===== src/sv/stp_pkg.sv =====
// Shared types, widths and codes for the trapezoidal stepper pulse generator.
package stp_pkg;

    localparam int STEP_COUNT_WIDTH = 24;
    localparam int FREQ_WIDTH       = 19;
    localparam int RAMP_WIDTH       = 16;
    localparam int PROD_WIDTH       = FREQ_WIDTH + RAMP_WIDTH;
    localparam int CMP_WIDTH        = (STEP_COUNT_WIDTH > RAMP_WIDTH) ?
                                      STEP_COUNT_WIDTH : RAMP_WIDTH;
    localparam int DIV_STEPS        = FREQ_WIDTH;
    localparam int DIV_CNT_WIDTH    = $clog2(DIV_STEPS);

    localparam int IN_FIELD_BITS    = STEP_COUNT_WIDTH + FREQ_WIDTH + 1;
    localparam int IN_DATA_WIDTH    = ((IN_FIELD_BITS + 7) / 8) * 8;
    localparam int OUT_FIELD_BITS   = 3 + STEP_COUNT_WIDTH;
    localparam int OUT_DATA_WIDTH   = ((OUT_FIELD_BITS + 7) / 8) * 8;

    localparam int CFG_INDEX_WIDTH  = 1;
    localparam int CFG_DATA_WIDTH   = FREQ_WIDTH;

    localparam logic [FREQ_WIDTH-1:0] HALF_PERIOD_NUM = FREQ_WIDTH'(500000);
    localparam logic [FREQ_WIDTH-1:0] BASE_FREQ_RESET = FREQ_WIDTH'(150);
    localparam logic [RAMP_WIDTH-1:0] RAMP_LEN_RESET  = RAMP_WIDTH'(150);

    // Register indexes on the configuration port.
    localparam logic [CFG_INDEX_WIDTH-1:0] CFG_BASE_FREQ = 1'b0;
    localparam logic [CFG_INDEX_WIDTH-1:0] CFG_RAMP_LEN  = 1'b1;

    // Input item kinds carried on tuser.
    localparam logic FUNC_TICK  = 1'b0;
    localparam logic FUNC_START = 1'b1;

    // Request to the shared divider.
    typedef struct packed {
        logic                  start;
        logic [FREQ_WIDTH-1:0] rem_init;
        logic [FREQ_WIDTH-1:0] dividend;
        logic [FREQ_WIDTH-1:0] divisor;
    } div_req_t;

    // Answer from the shared divider.
    typedef struct packed {
        logic                  done;
        logic [FREQ_WIDTH-1:0] quotient;
    } div_rsp_t;

endpackage


===== src/sv/stp_div.sv =====
// Shared restoring divider that retires one quotient bit per clock cycle.
module stp_div
(
    input  logic             clk,
    input  logic             rst_n,
    input  stp_pkg::div_req_t req,
    output stp_pkg::div_rsp_t rsp
);
    import stp_pkg::*;

    logic [FREQ_WIDTH-1:0]    rem_reg, rem_next;
    logic [FREQ_WIDTH-1:0]    quo_reg, quo_next;
    logic [FREQ_WIDTH-1:0]    den_reg, den_next;
    logic [DIV_CNT_WIDTH-1:0] cnt_reg, cnt_next;
    logic                     busy_reg, busy_next;
    logic                     done_reg, done_next;
    logic [FREQ_WIDTH:0]      trial;
    logic [FREQ_WIDTH:0]      diff;

    // The remainder always stays below the divisor, so one extra bit suffices.
    assign trial = {rem_reg, quo_reg[FREQ_WIDTH-1]};
    assign diff  = trial - {1'b0, den_reg};

    always_comb
    begin
        rem_next  = rem_reg;
        quo_next  = quo_reg;
        den_next  = den_reg;
        cnt_next  = cnt_reg;
        busy_next = busy_reg;
        done_next = 1'b0;
        if (req.start)
        begin
            rem_next  = req.rem_init;
            quo_next  = req.dividend;
            den_next  = req.divisor;
            cnt_next  = '0;
            busy_next = 1'b1;
        end
        else if (busy_reg)
        begin
            if (!diff[FREQ_WIDTH])
            begin
                rem_next = diff[FREQ_WIDTH-1:0];
                quo_next = {quo_reg[FREQ_WIDTH-2:0], 1'b1};
            end
            else
            begin
                rem_next = trial[FREQ_WIDTH-1:0];
                quo_next = {quo_reg[FREQ_WIDTH-2:0], 1'b0};
            end
            cnt_next = cnt_reg + 1'b1;
            if (cnt_reg == DIV_CNT_WIDTH'(DIV_STEPS - 1))
            begin
                busy_next = 1'b0;
                done_next = 1'b1;
            end
        end
    end

    always_ff @(posedge clk or negedge rst_n)
    begin
        if (!rst_n)
        begin
            rem_reg  <= '0;
            quo_reg  <= '0;
            den_reg  <= '0;
            cnt_reg  <= '0;
            busy_reg <= 1'b0;
            done_reg <= 1'b0;
        end
        else
        begin
            rem_reg  <= rem_next;
            quo_reg  <= quo_next;
            den_reg  <= den_next;
            cnt_reg  <= cnt_next;
            busy_reg <= busy_next;
            done_reg <= done_next;
        end
    end

    assign rsp.done     = done_reg;
    assign rsp.quotient = quo_reg;

endmodule


===== src/sv/stepper_trapezoid_pulse_gen.sv =====
// Top level of the trapezoidal stepper step and direction pulse generator.
//
// Input items arrive on the s_axis channel. tuser selects the kind: a tick
// item stands for one microsecond of motor time, a start item loads a move
// (step count, peak frequency and direction from tdata). Every accepted item
// yields exactly one result transfer on m_axis carrying the step pin level,
// the direction pin level, the busy flag and the count of completed steps.
// Most items need no wait: the result register is loaded at the edge
// of the input transfer and the result is offered in the next cycle. An item
// that begins a new step (a start, or the tick that ends a low half period)
// first computes the step frequency and half period with one multiplier and
// one shared serial divider, one quotient bit a cycle. Inside a ramp the
// divider runs twice, first for the ramp and then for the half period, and the
// result is loaded when the half period division is done; at the peak frequency
// only the half period division runs. s_axis_tready is low while that runs.
// The user writes the base frequency and ramp length registers through the cfg
// port only while nothing is in flight; the block itself does not enforce it.
// Reset clears the move state and loads both registers with 150. A stalled
// receiver holds the result in the output register; a new item is taken
// in the same cycle the pending result leaves, so no item is ever lost.
module stepper_trapezoid_pulse_gen
(
    input  logic                                  clk,
    input  logic                                  rst_n,
    // Configuration write port.
    input  logic                                  cfg_wr_en,
    input  logic [stp_pkg::CFG_INDEX_WIDTH-1:0]   cfg_addr,
    input  logic [stp_pkg::CFG_DATA_WIDTH-1:0]    cfg_wdata,
    // Input items.
    input  logic                                  s_axis_tvalid,
    output logic                                  s_axis_tready,
    // tdata: total_steps, max_freq, direction, zero fill.
    input  logic [stp_pkg::IN_DATA_WIDTH-1:0]     s_axis_tdata,
    // tuser: func.
    input  logic                                  s_axis_tuser,
    // Result items.
    output logic                                  m_axis_tvalid,
    input  logic                                  m_axis_tready,
    // tdata: pulse_level, dir_level, busy_res, steps_done, zero fill.
    output logic [stp_pkg::OUT_DATA_WIDTH-1:0]    m_axis_tdata
);
    import stp_pkg::*;

    typedef enum logic [2:0] {
        S_IDLE,
        S_MUL,
        S_RDIV_GO,
        S_RDIV_WAIT,
        S_FREQ,
        S_HDIV_GO,
        S_HDIV_WAIT
    } state_t;

    state_t                      state_reg, state_next;
    logic [FREQ_WIDTH-1:0]       base_freq_reg, base_freq_next;
    logic [RAMP_WIDTH-1:0]       ramp_len_reg, ramp_len_next;
    logic                        moving_reg, moving_next;
    logic                        dir_reg, dir_next;
    logic [STEP_COUNT_WIDTH-1:0] step_index_reg, step_index_next;
    logic [STEP_COUNT_WIDTH-1:0] move_length_reg, move_length_next;
    logic [FREQ_WIDTH-1:0]       peak_freq_reg, peak_freq_next;
    logic [FREQ_WIDTH-1:0]       half_period_reg, half_period_next;
    logic [FREQ_WIDTH-1:0]       half_counter_reg, half_counter_next;
    logic                        high_phase_reg, high_phase_next;
    logic [PROD_WIDTH-1:0]       prod_reg, prod_next;
    logic                        in_ramp_reg, in_ramp_next;
    logic [FREQ_WIDTH-1:0]       freq_reg, freq_next;
    logic                        out_valid_reg, out_valid_next;
    logic [OUT_DATA_WIDTH-1:0]   out_data_reg, out_data_next;

    logic                        in_xfer;
    logic                        out_xfer;
    logic                        out_load;
    logic [STEP_COUNT_WIDTH-1:0] in_total;
    logic [FREQ_WIDTH-1:0]       in_max_freq;
    logic                        in_direction;
    logic [FREQ_WIDTH-1:0]       hc_dec;
    logic [STEP_COUNT_WIDTH-1:0] idx_inc;
    logic [FREQ_WIDTH-1:0]       span;
    logic [STEP_COUNT_WIDTH-1:0] remaining;
    logic [CMP_WIDTH-1:0]        idx_ext;
    logic [CMP_WIDTH-1:0]        rem_ext;
    logic [CMP_WIDTH-1:0]        ramp_ext;
    logic                        accel;
    logic                        decel;
    logic [RAMP_WIDTH-1:0]       ramp_k;
    logic [FREQ_WIDTH-1:0]       ramp_freq;
    logic [FREQ_WIDTH-1:0]       sel_freq;
    div_req_t                    div_req;
    div_rsp_t                    div_rsp;

    assign in_total     = s_axis_tdata[STEP_COUNT_WIDTH-1:0];
    assign in_max_freq  = s_axis_tdata[STEP_COUNT_WIDTH +: FREQ_WIDTH];
    assign in_direction = s_axis_tdata[STEP_COUNT_WIDTH + FREQ_WIDTH];

    // The output register may be refilled in the cycle its content leaves.
    assign s_axis_tready = (state_reg == S_IDLE) && (!out_valid_reg || m_axis_tready);
    assign in_xfer       = s_axis_tvalid && s_axis_tready;
    assign out_xfer      = out_valid_reg && m_axis_tready;
    assign m_axis_tvalid = out_valid_reg;
    assign m_axis_tdata  = out_data_reg;

    assign hc_dec  = (half_counter_reg != '0) ? (half_counter_reg - FREQ_WIDTH'(1))
                                              : half_counter_reg;
    assign idx_inc = step_index_reg + STEP_COUNT_WIDTH'(1);

    // Ramp selection for the step that is about to begin.
    assign span      = (peak_freq_reg > base_freq_reg) ? (peak_freq_reg - base_freq_reg) : '0;
    assign remaining = move_length_reg - step_index_reg;
    assign idx_ext   = CMP_WIDTH'(step_index_reg);
    assign rem_ext   = CMP_WIDTH'(remaining);
    assign ramp_ext  = CMP_WIDTH'(ramp_len_reg);
    assign accel     = (ramp_len_reg != '0) && (idx_ext < ramp_ext);
    assign decel     = (ramp_len_reg != '0) && (rem_ext < ramp_ext);
    // Within a ramp the step position is below the ramp length, so it fits its width.
    assign ramp_k    = accel ? idx_ext[RAMP_WIDTH-1:0] : rem_ext[RAMP_WIDTH-1:0];

    // The ramp quotient does not exceed the span, so the sum does not exceed the peak.
    assign ramp_freq = base_freq_reg + div_rsp.quotient;
    assign sel_freq  = in_ramp_reg ? ramp_freq : peak_freq_reg;

    // The product over 2^19 stays below the ramp length, so its upper part is
    // the starting remainder and the divider only has 19 quotient bits to find.
    always_comb
    begin
        div_req.start = (state_reg == S_RDIV_GO) || (state_reg == S_HDIV_GO);
        if (state_reg == S_RDIV_GO)
        begin
            div_req.rem_init = {{(FREQ_WIDTH-RAMP_WIDTH){1'b0}},
                                prod_reg[PROD_WIDTH-1:FREQ_WIDTH]};
            div_req.dividend = prod_reg[FREQ_WIDTH-1:0];
            div_req.divisor  = {{(FREQ_WIDTH-RAMP_WIDTH){1'b0}}, ramp_len_reg};
        end
        else
        begin
            div_req.rem_init = '0;
            div_req.dividend = HALF_PERIOD_NUM;
            div_req.divisor  = freq_reg;
        end
    end

    stp_div u_div
    (
        .clk   (clk),
        .rst_n (rst_n),
        .req   (div_req),
        .rsp   (div_rsp)
    );

    always_comb
    begin
        state_next        = state_reg;
        base_freq_next    = base_freq_reg;
        ramp_len_next     = ramp_len_reg;
        moving_next       = moving_reg;
        dir_next          = dir_reg;
        step_index_next   = step_index_reg;
        move_length_next  = move_length_reg;
        peak_freq_next    = peak_freq_reg;
        half_period_next  = half_period_reg;
        half_counter_next = half_counter_reg;
        high_phase_next   = high_phase_reg;
        prod_next         = prod_reg;
        in_ramp_next      = in_ramp_reg;
        freq_next         = freq_reg;
        out_load          = 1'b0;

        if (cfg_wr_en)
        begin
            unique case (cfg_addr)
                CFG_BASE_FREQ: base_freq_next = cfg_wdata;
                CFG_RAMP_LEN:  ramp_len_next  = cfg_wdata[RAMP_WIDTH-1:0];
                default:       base_freq_next = base_freq_reg;
            endcase
        end

        unique case (state_reg)
            S_IDLE:
            begin
                if (in_xfer)
                begin
                    out_load = 1'b1;
                    if (s_axis_tuser == FUNC_START)
                    begin
                        // A start during a move is dropped and only reports state.
                        if (!moving_reg)
                        begin
                            move_length_next = in_total;
                            peak_freq_next   = (in_max_freq < base_freq_reg) ?
                                               base_freq_reg : in_max_freq;
                            dir_next         = in_direction;
                            step_index_next  = '0;
                            if (in_total != '0)
                            begin
                                moving_next = 1'b1;
                                out_load    = 1'b0;
                                state_next  = S_MUL;
                            end
                            else
                            begin
                                high_phase_next   = 1'b0;
                                half_counter_next = '0;
                            end
                        end
                    end
                    else if (moving_reg)
                    begin
                        half_counter_next = hc_dec;
                        if (hc_dec == '0)
                        begin
                            if (high_phase_reg)
                            begin
                                high_phase_next   = 1'b0;
                                half_counter_next = half_period_reg;
                            end
                            else
                            begin
                                step_index_next = idx_inc;
                                if (idx_inc >= move_length_reg)
                                begin
                                    moving_next     = 1'b0;
                                    high_phase_next = 1'b0;
                                end
                                else
                                begin
                                    out_load   = 1'b0;
                                    state_next = S_MUL;
                                end
                            end
                        end
                    end
                end
            end
            S_MUL:
            begin
                prod_next    = PROD_WIDTH'(span) * PROD_WIDTH'(ramp_k);
                in_ramp_next = accel || decel;
                state_next   = (accel || decel) ? S_RDIV_GO : S_FREQ;
            end
            S_RDIV_GO:
            begin
                state_next = S_RDIV_WAIT;
            end
            S_RDIV_WAIT:
            begin
                if (div_rsp.done)
                begin
                    state_next = S_FREQ;
                end
            end
            S_FREQ:
            begin
                // A zero frequency counts as 1 Hz.
                freq_next  = (sel_freq == '0) ? FREQ_WIDTH'(1) : sel_freq;
                state_next = S_HDIV_GO;
            end
            S_HDIV_GO:
            begin
                state_next = S_HDIV_WAIT;
            end
            S_HDIV_WAIT:
            begin
                if (div_rsp.done)
                begin
                    // Frequencies above the numerator still get a one tick half period.
                    half_period_next  = (div_rsp.quotient == '0) ? FREQ_WIDTH'(1)
                                                                 : div_rsp.quotient;
                    half_counter_next = half_period_next;
                    high_phase_next   = 1'b1;
                    out_load          = 1'b1;
                    state_next        = S_IDLE;
                end
            end
            default:
            begin
                state_next = S_IDLE;
            end
        endcase

        out_valid_next = out_load ? 1'b1 : (out_xfer ? 1'b0 : out_valid_reg);
        out_data_next  = out_load ?
                         OUT_DATA_WIDTH'({step_index_next, moving_next, dir_next,
                                          high_phase_next}) :
                         out_data_reg;
    end

    always_ff @(posedge clk or negedge rst_n)
    begin
        if (!rst_n)
        begin
            state_reg        <= S_IDLE;
            base_freq_reg    <= BASE_FREQ_RESET;
            ramp_len_reg     <= RAMP_LEN_RESET;
            moving_reg       <= 1'b0;
            dir_reg          <= 1'b0;
            step_index_reg   <= '0;
            move_length_reg  <= '0;
            peak_freq_reg    <= '0;
            half_period_reg  <= '0;
            half_counter_reg <= '0;
            high_phase_reg   <= 1'b0;
            prod_reg         <= '0;
            in_ramp_reg      <= 1'b0;
            freq_reg         <= '0;
            out_valid_reg    <= 1'b0;
            out_data_reg     <= '0;
        end
        else
        begin
            state_reg        <= state_next;
            base_freq_reg    <= base_freq_next;
            ramp_len_reg     <= ramp_len_next;
            moving_reg       <= moving_next;
            dir_reg          <= dir_next;
            step_index_reg   <= step_index_next;
            move_length_reg  <= move_length_next;
            peak_freq_reg    <= peak_freq_next;
            half_period_reg  <= half_period_next;
            half_counter_reg <= half_counter_next;
            high_phase_reg   <= high_phase_next;
            prod_reg         <= prod_next;
            in_ramp_reg      <= in_ramp_next;
            freq_reg         <= freq_next;
            out_valid_reg    <= out_valid_next;
            out_data_reg     <= out_data_next;
        end
    end

endmodule

===== config.mk =====
export PLATFORM = sky130hd
export DESIGN_NAME = stepper_trapezoid_pulse_gen
export DESIGN_NICKNAME = d
export VERILOG_FILES = /design/src/sv/stp_pkg.sv /design/src/sv/stp_div.sv /design/src/sv/stepper_trapezoid_pulse_gen.sv
export SDC_FILE = /design/constraint.sdc
export NUM_CORES = 2
export LEC_CHECK = 0
export BUFFER_PORTS_ARGS = -buffer_cell sky130_fd_sc_hd__buf_2
export CAP_MARGIN = 20
export CORE_MARGIN = 4
export CORE_UTILIZATION = 55
export DETAILED_ROUTE_END_ITERATION = 12
export PLACE_DENSITY = 0.72
export SYNTH_ARGS = -nofsm -noshare
export SYNTH_HDL_FRONTEND = slang
export SYNTH_SLANG_ARGS = --single-unit

===== constraint.sdc =====
create_clock -name clk -period 16.1 [get_ports clk]
set_input_delay 0.805 -clock clk [delete_from_list [all_inputs] [get_ports clk]]
set_output_delay 0.805 -clock clk [all_outputs]
set_load 0.01 [all_outputs]

==> summary.md <==
| Metric | Value |
|---|---|
| Antenna-violating nets left | 0 |
| Post-DR wirelength/cell | roughly 21 um |
| Reg2Reg Depth | 29 |
| Crit path time final | 9.94 ns |
| Slowest cell on crit path | xor2_1 |
| Detailed router's first-iteration violation count | 1930 |
| Vias in the first global route | ~25000 |
| Pwr Density | approximately 120 nW/um^2 |
| Core Rows | 85 |
| Fill cells | about 4800 |
| Max Fclk | 101 MHz |
| Post-CTS Hold Buffers | 0 |
| Post-Syn Instances | about 3500 |
| Tcrit/Tclk final | 61.7% |
| Sequential share of the synthesized area | 24.6% |
| Layout cells sized above 1 | 8.65% |
| Yosys reg bits | between 200 and 300 |
| Multi-input logic area | approximately 20000 um^2 |
| Synth unique cells | 96 |
| Metal2 WL | approximately 40000 um |
| Wl on met1 | 36300 um |
| Post-CTS Setup Bufs | 0 |
| Flop pwr share | between 20% and 30% |
| CP Capture Type | flip-flop |
| Status | finished clean |
| Combinational Power Share | ~50% |
| TritonRoute pass-1 iters | 8 |
| Clk Latency, worst-skew pair | 0.56 ns |
| Mapped Area | 29800 um^2 |
| Num CTS Buffers | 34 |
| Dominant cells by area after synthesis | dfrtp_1 (24%), fa_1 (16%), ha_1 (11%) |
| Grt ovf | 0 |
| PostCTS Resize Cnt | 0 |
| Final slew viol count | 0 |
| Root Buffer | clkbuf_16 |
| Max FFs per register | 35 |
| Clk pwr share | between 20% and 30% |
| PortBufs | roughly 100 |
| Post-synth top cells | nand2_1 (426), inv_1 (419), nor2_1 (341), dfrtp_1 (285), ha_1 (263) |
| Crit Path Max Fanout | 11 |
| Hpwl dp | a little under 70000 um |
| Slew headroom | around 30% |
| RSZ-0062 raised after global routing | no |
| Top FF cell, synth | dfrtp_1 |
| Hold Fails Final Rpt | 0 |
| Worst slew pin tran | ~1.1 ns |
| Die H | 241 um |
| Synth-to-Final Area Change | 7.36% |
| Most common cell in the netlist | nand2_1 |
| Net count, final | ~4000 |
| Area leader, netlist | dfrtp_1 |
| Hold Path Class | input port to asynchronous set/reset pin |
| P_int | between 0.002 and 0.0025 W |
| Core Area | about 54000 um^2 |
| Die footprint | around 58000 um^2 |
| TritonCTS clock tree | yes |
| H-tree depth | 2 |
| Starting density of the core | 55.5% |
| Final Setup Violations | 0 |
| Largest net degree at the start of global routing | ~130 |
| Clk buf depth | 3 |
| Reg2Reg Capture Point | prod_reg[32]$_DFFE_PN0N_ |
| CP Class | flip-flop to flip-flop |
| Initial antenna violation count | 5 |
| Max Used Layer | met5 |
| Placed Cells | between 4000 and 5000 |
| DRC Markers | 0 |
| Worst path required time | between 15 and 20 ns |
| Die X | 241 um |
| Most Frequent Cell on Critical Path | fa_1 |
| Async SR Flop Fraction | 100% |
| Reg area | 7340 um^2 |
| Synth Area per Inst | 8.58 um^2 |
| Post-DP Area | 30800 um^2 |
| Max VDD drop | just under 0.09 mV |
| CP startpoint kind | flip-flop |
| CTS Sinks | roughly 290 |
| Psw | 0.00167 W |
| Sw Share | 43.5% |
| Detailed Route WL | 88100 um |
| Clk slew on worst S/H paths | 0.06 ns |
| Global Route Usage Sum | 30.7% |
| Setup TNS | 0 ns |
| Worst R2R Start | base_freq_reg[1]$_DFFE_PN1P_ |
| Gp weighted congestion | 0.975 |
| R2R setup slack | 6.16 ns |
| First-pass GRT wire length | ~140000 um |
| Vias per cell | approximately 6 |
| Met3 wire length | just under 8000 um |
| Via count | 25333 |
| Post-synth EDFFs | 0 |
| # IOs | ~110 |
| Critical path arrival | 10.38 ns |
| Non-filler instance count after layout | 4213 |
| Synth Warn # | 0 |
| CP max stage delay | between 0.6 and 0.7 ns |
| Yosys top cell area share | a little under a quarter |
| Static Leak | 15.3 nW |
| Skew final | a little under 0.02 ns |
| # Max-Cap Violations | 0 |
| Post-layout instance area | approximately 32000 um^2 |
critical path, delay by kind of cell (launching register included):
family,cells,cell delay [ns]
AOI/OAI and AO/OA,11,3.22
DFF,1,0.57
buffers and inverters,4,0.33
adders and majority gates,8,3.90
and+or+nand+nor,4,1.02
xor gates and xnor gates,2,0.78
layer usage:
metal | up-vias | track usage [%]
met1 | 12355 | 40.4
met3 | 239 | 7.79
met5 | - | 0
met4 | 6 | 12.5
li1 | 11800 | -
met2 | 933 | 49.1
how the worst max path moves through the flow:
stage,startpoint,endpoint
final,base_freq_reg[1]$_DFFE_PN1P_,prod_reg[32]$_DFFE_PN0N_
after global routing,base_freq_reg[1]$_DFFE_PN1P_,prod_reg[32]$_DFFE_PN0N_
after CTS,base_freq_reg[1]$_DFFE_PN1P_,prod_reg[32]$_DFFE_PN0N_
after detailed placement,base_freq_reg[1]$_DFFE_PN1P_,prod_reg[32]$_DFFE_PN0N_
after global placement,base_freq_reg[1]$_DFFE_PN1P_,prod_reg[32]$_DFFE_PN0N_
after floorplan,base_freq_reg[1]$_DFFE_PN1P_,prod_reg[32]$_DFFE_PN0N_
placed cells by master, fill, tap and decap left out, types with 10 or more instances in the layout:
master,instances
o21bai_1,15
nand4_1,34
inv_1,419
a31oi_1,58
o21a_1,21
and2_1,48
nand2b_1,37
nor2b_1,36
buf_4,28
o21ai_0,184
nand2_1,425
or3_1,17
nor3_1,51
nand3_1,40
o22ai_1,10
fa_1,240
xnor2_1,82
ha_1,263
buf_2,97
mux2i_1,32
dfrtp_1,285
xor2_1,37
mux2_2,69
and3_1,14
a211oi_1,57
o211ai_1,17
o31ai_1,10
a21oi_1,194
clkbuf_16,35
o21ai_1,18
a221oi_1,20
nor4_1,35
a21o_1,57
nor2_1,339
power groups by stage:
stage / logic (W) / registers, W / clock network [W]
after floorplan: 0.00140 / 0.00105 / 0
after global placement: 0.00181 / 0.00115 / 0
after detailed placement: 0.00184 / 0.00115 / 0
after CTS: 0.00185 / 0.00114 / 0.000831
after global routing: 0.00209 / 0.00116 / 0.000861
final: 0.00188 / 0.00114 / 0.000819
area by class of cell:
cell class	instances	area share, %
antenna	2	0.0156
clock buffer	49	3.09
clock inverter	13	0.544
inverter	420	4.93
multi-input combinational	2610	63.3
sequential	293	22.9
tap	696	2.72
timing repair buffer	130	2.50
through the flow:
step	hold slack (ns)	setup slack [ns]	power [W]	util, %
after detailed placement	0.470	6.27	0.00299	57.3
final	0.311	6.16	0.00384	59.6
after CTS	0.357	6.22	0.00382	59.4
after floorplan	0.440	7.77	0.00245	-
after global placement	0.455	6.28	0.00296	57.2
after global routing	0.384	5.70	0.00411	59.6
kinds of logic (layout without fill, tap and decap cells):
family	count (synthesis)	in the layout	synth area share [%]
xor gates and xnor gates	120	120	3.55
and+or+nand+nor	1134	1134	17.6
AOI/OAI and AO/OA	747	747	15.8
other	1	7	0.0126
adders and majority gates	503	503	27.2
buffers and inverters	574	612	7.60
DFF	293	293	24.6
muxes	101	101	3.68
Note: power is estimated with default switching activity, not from simulation.
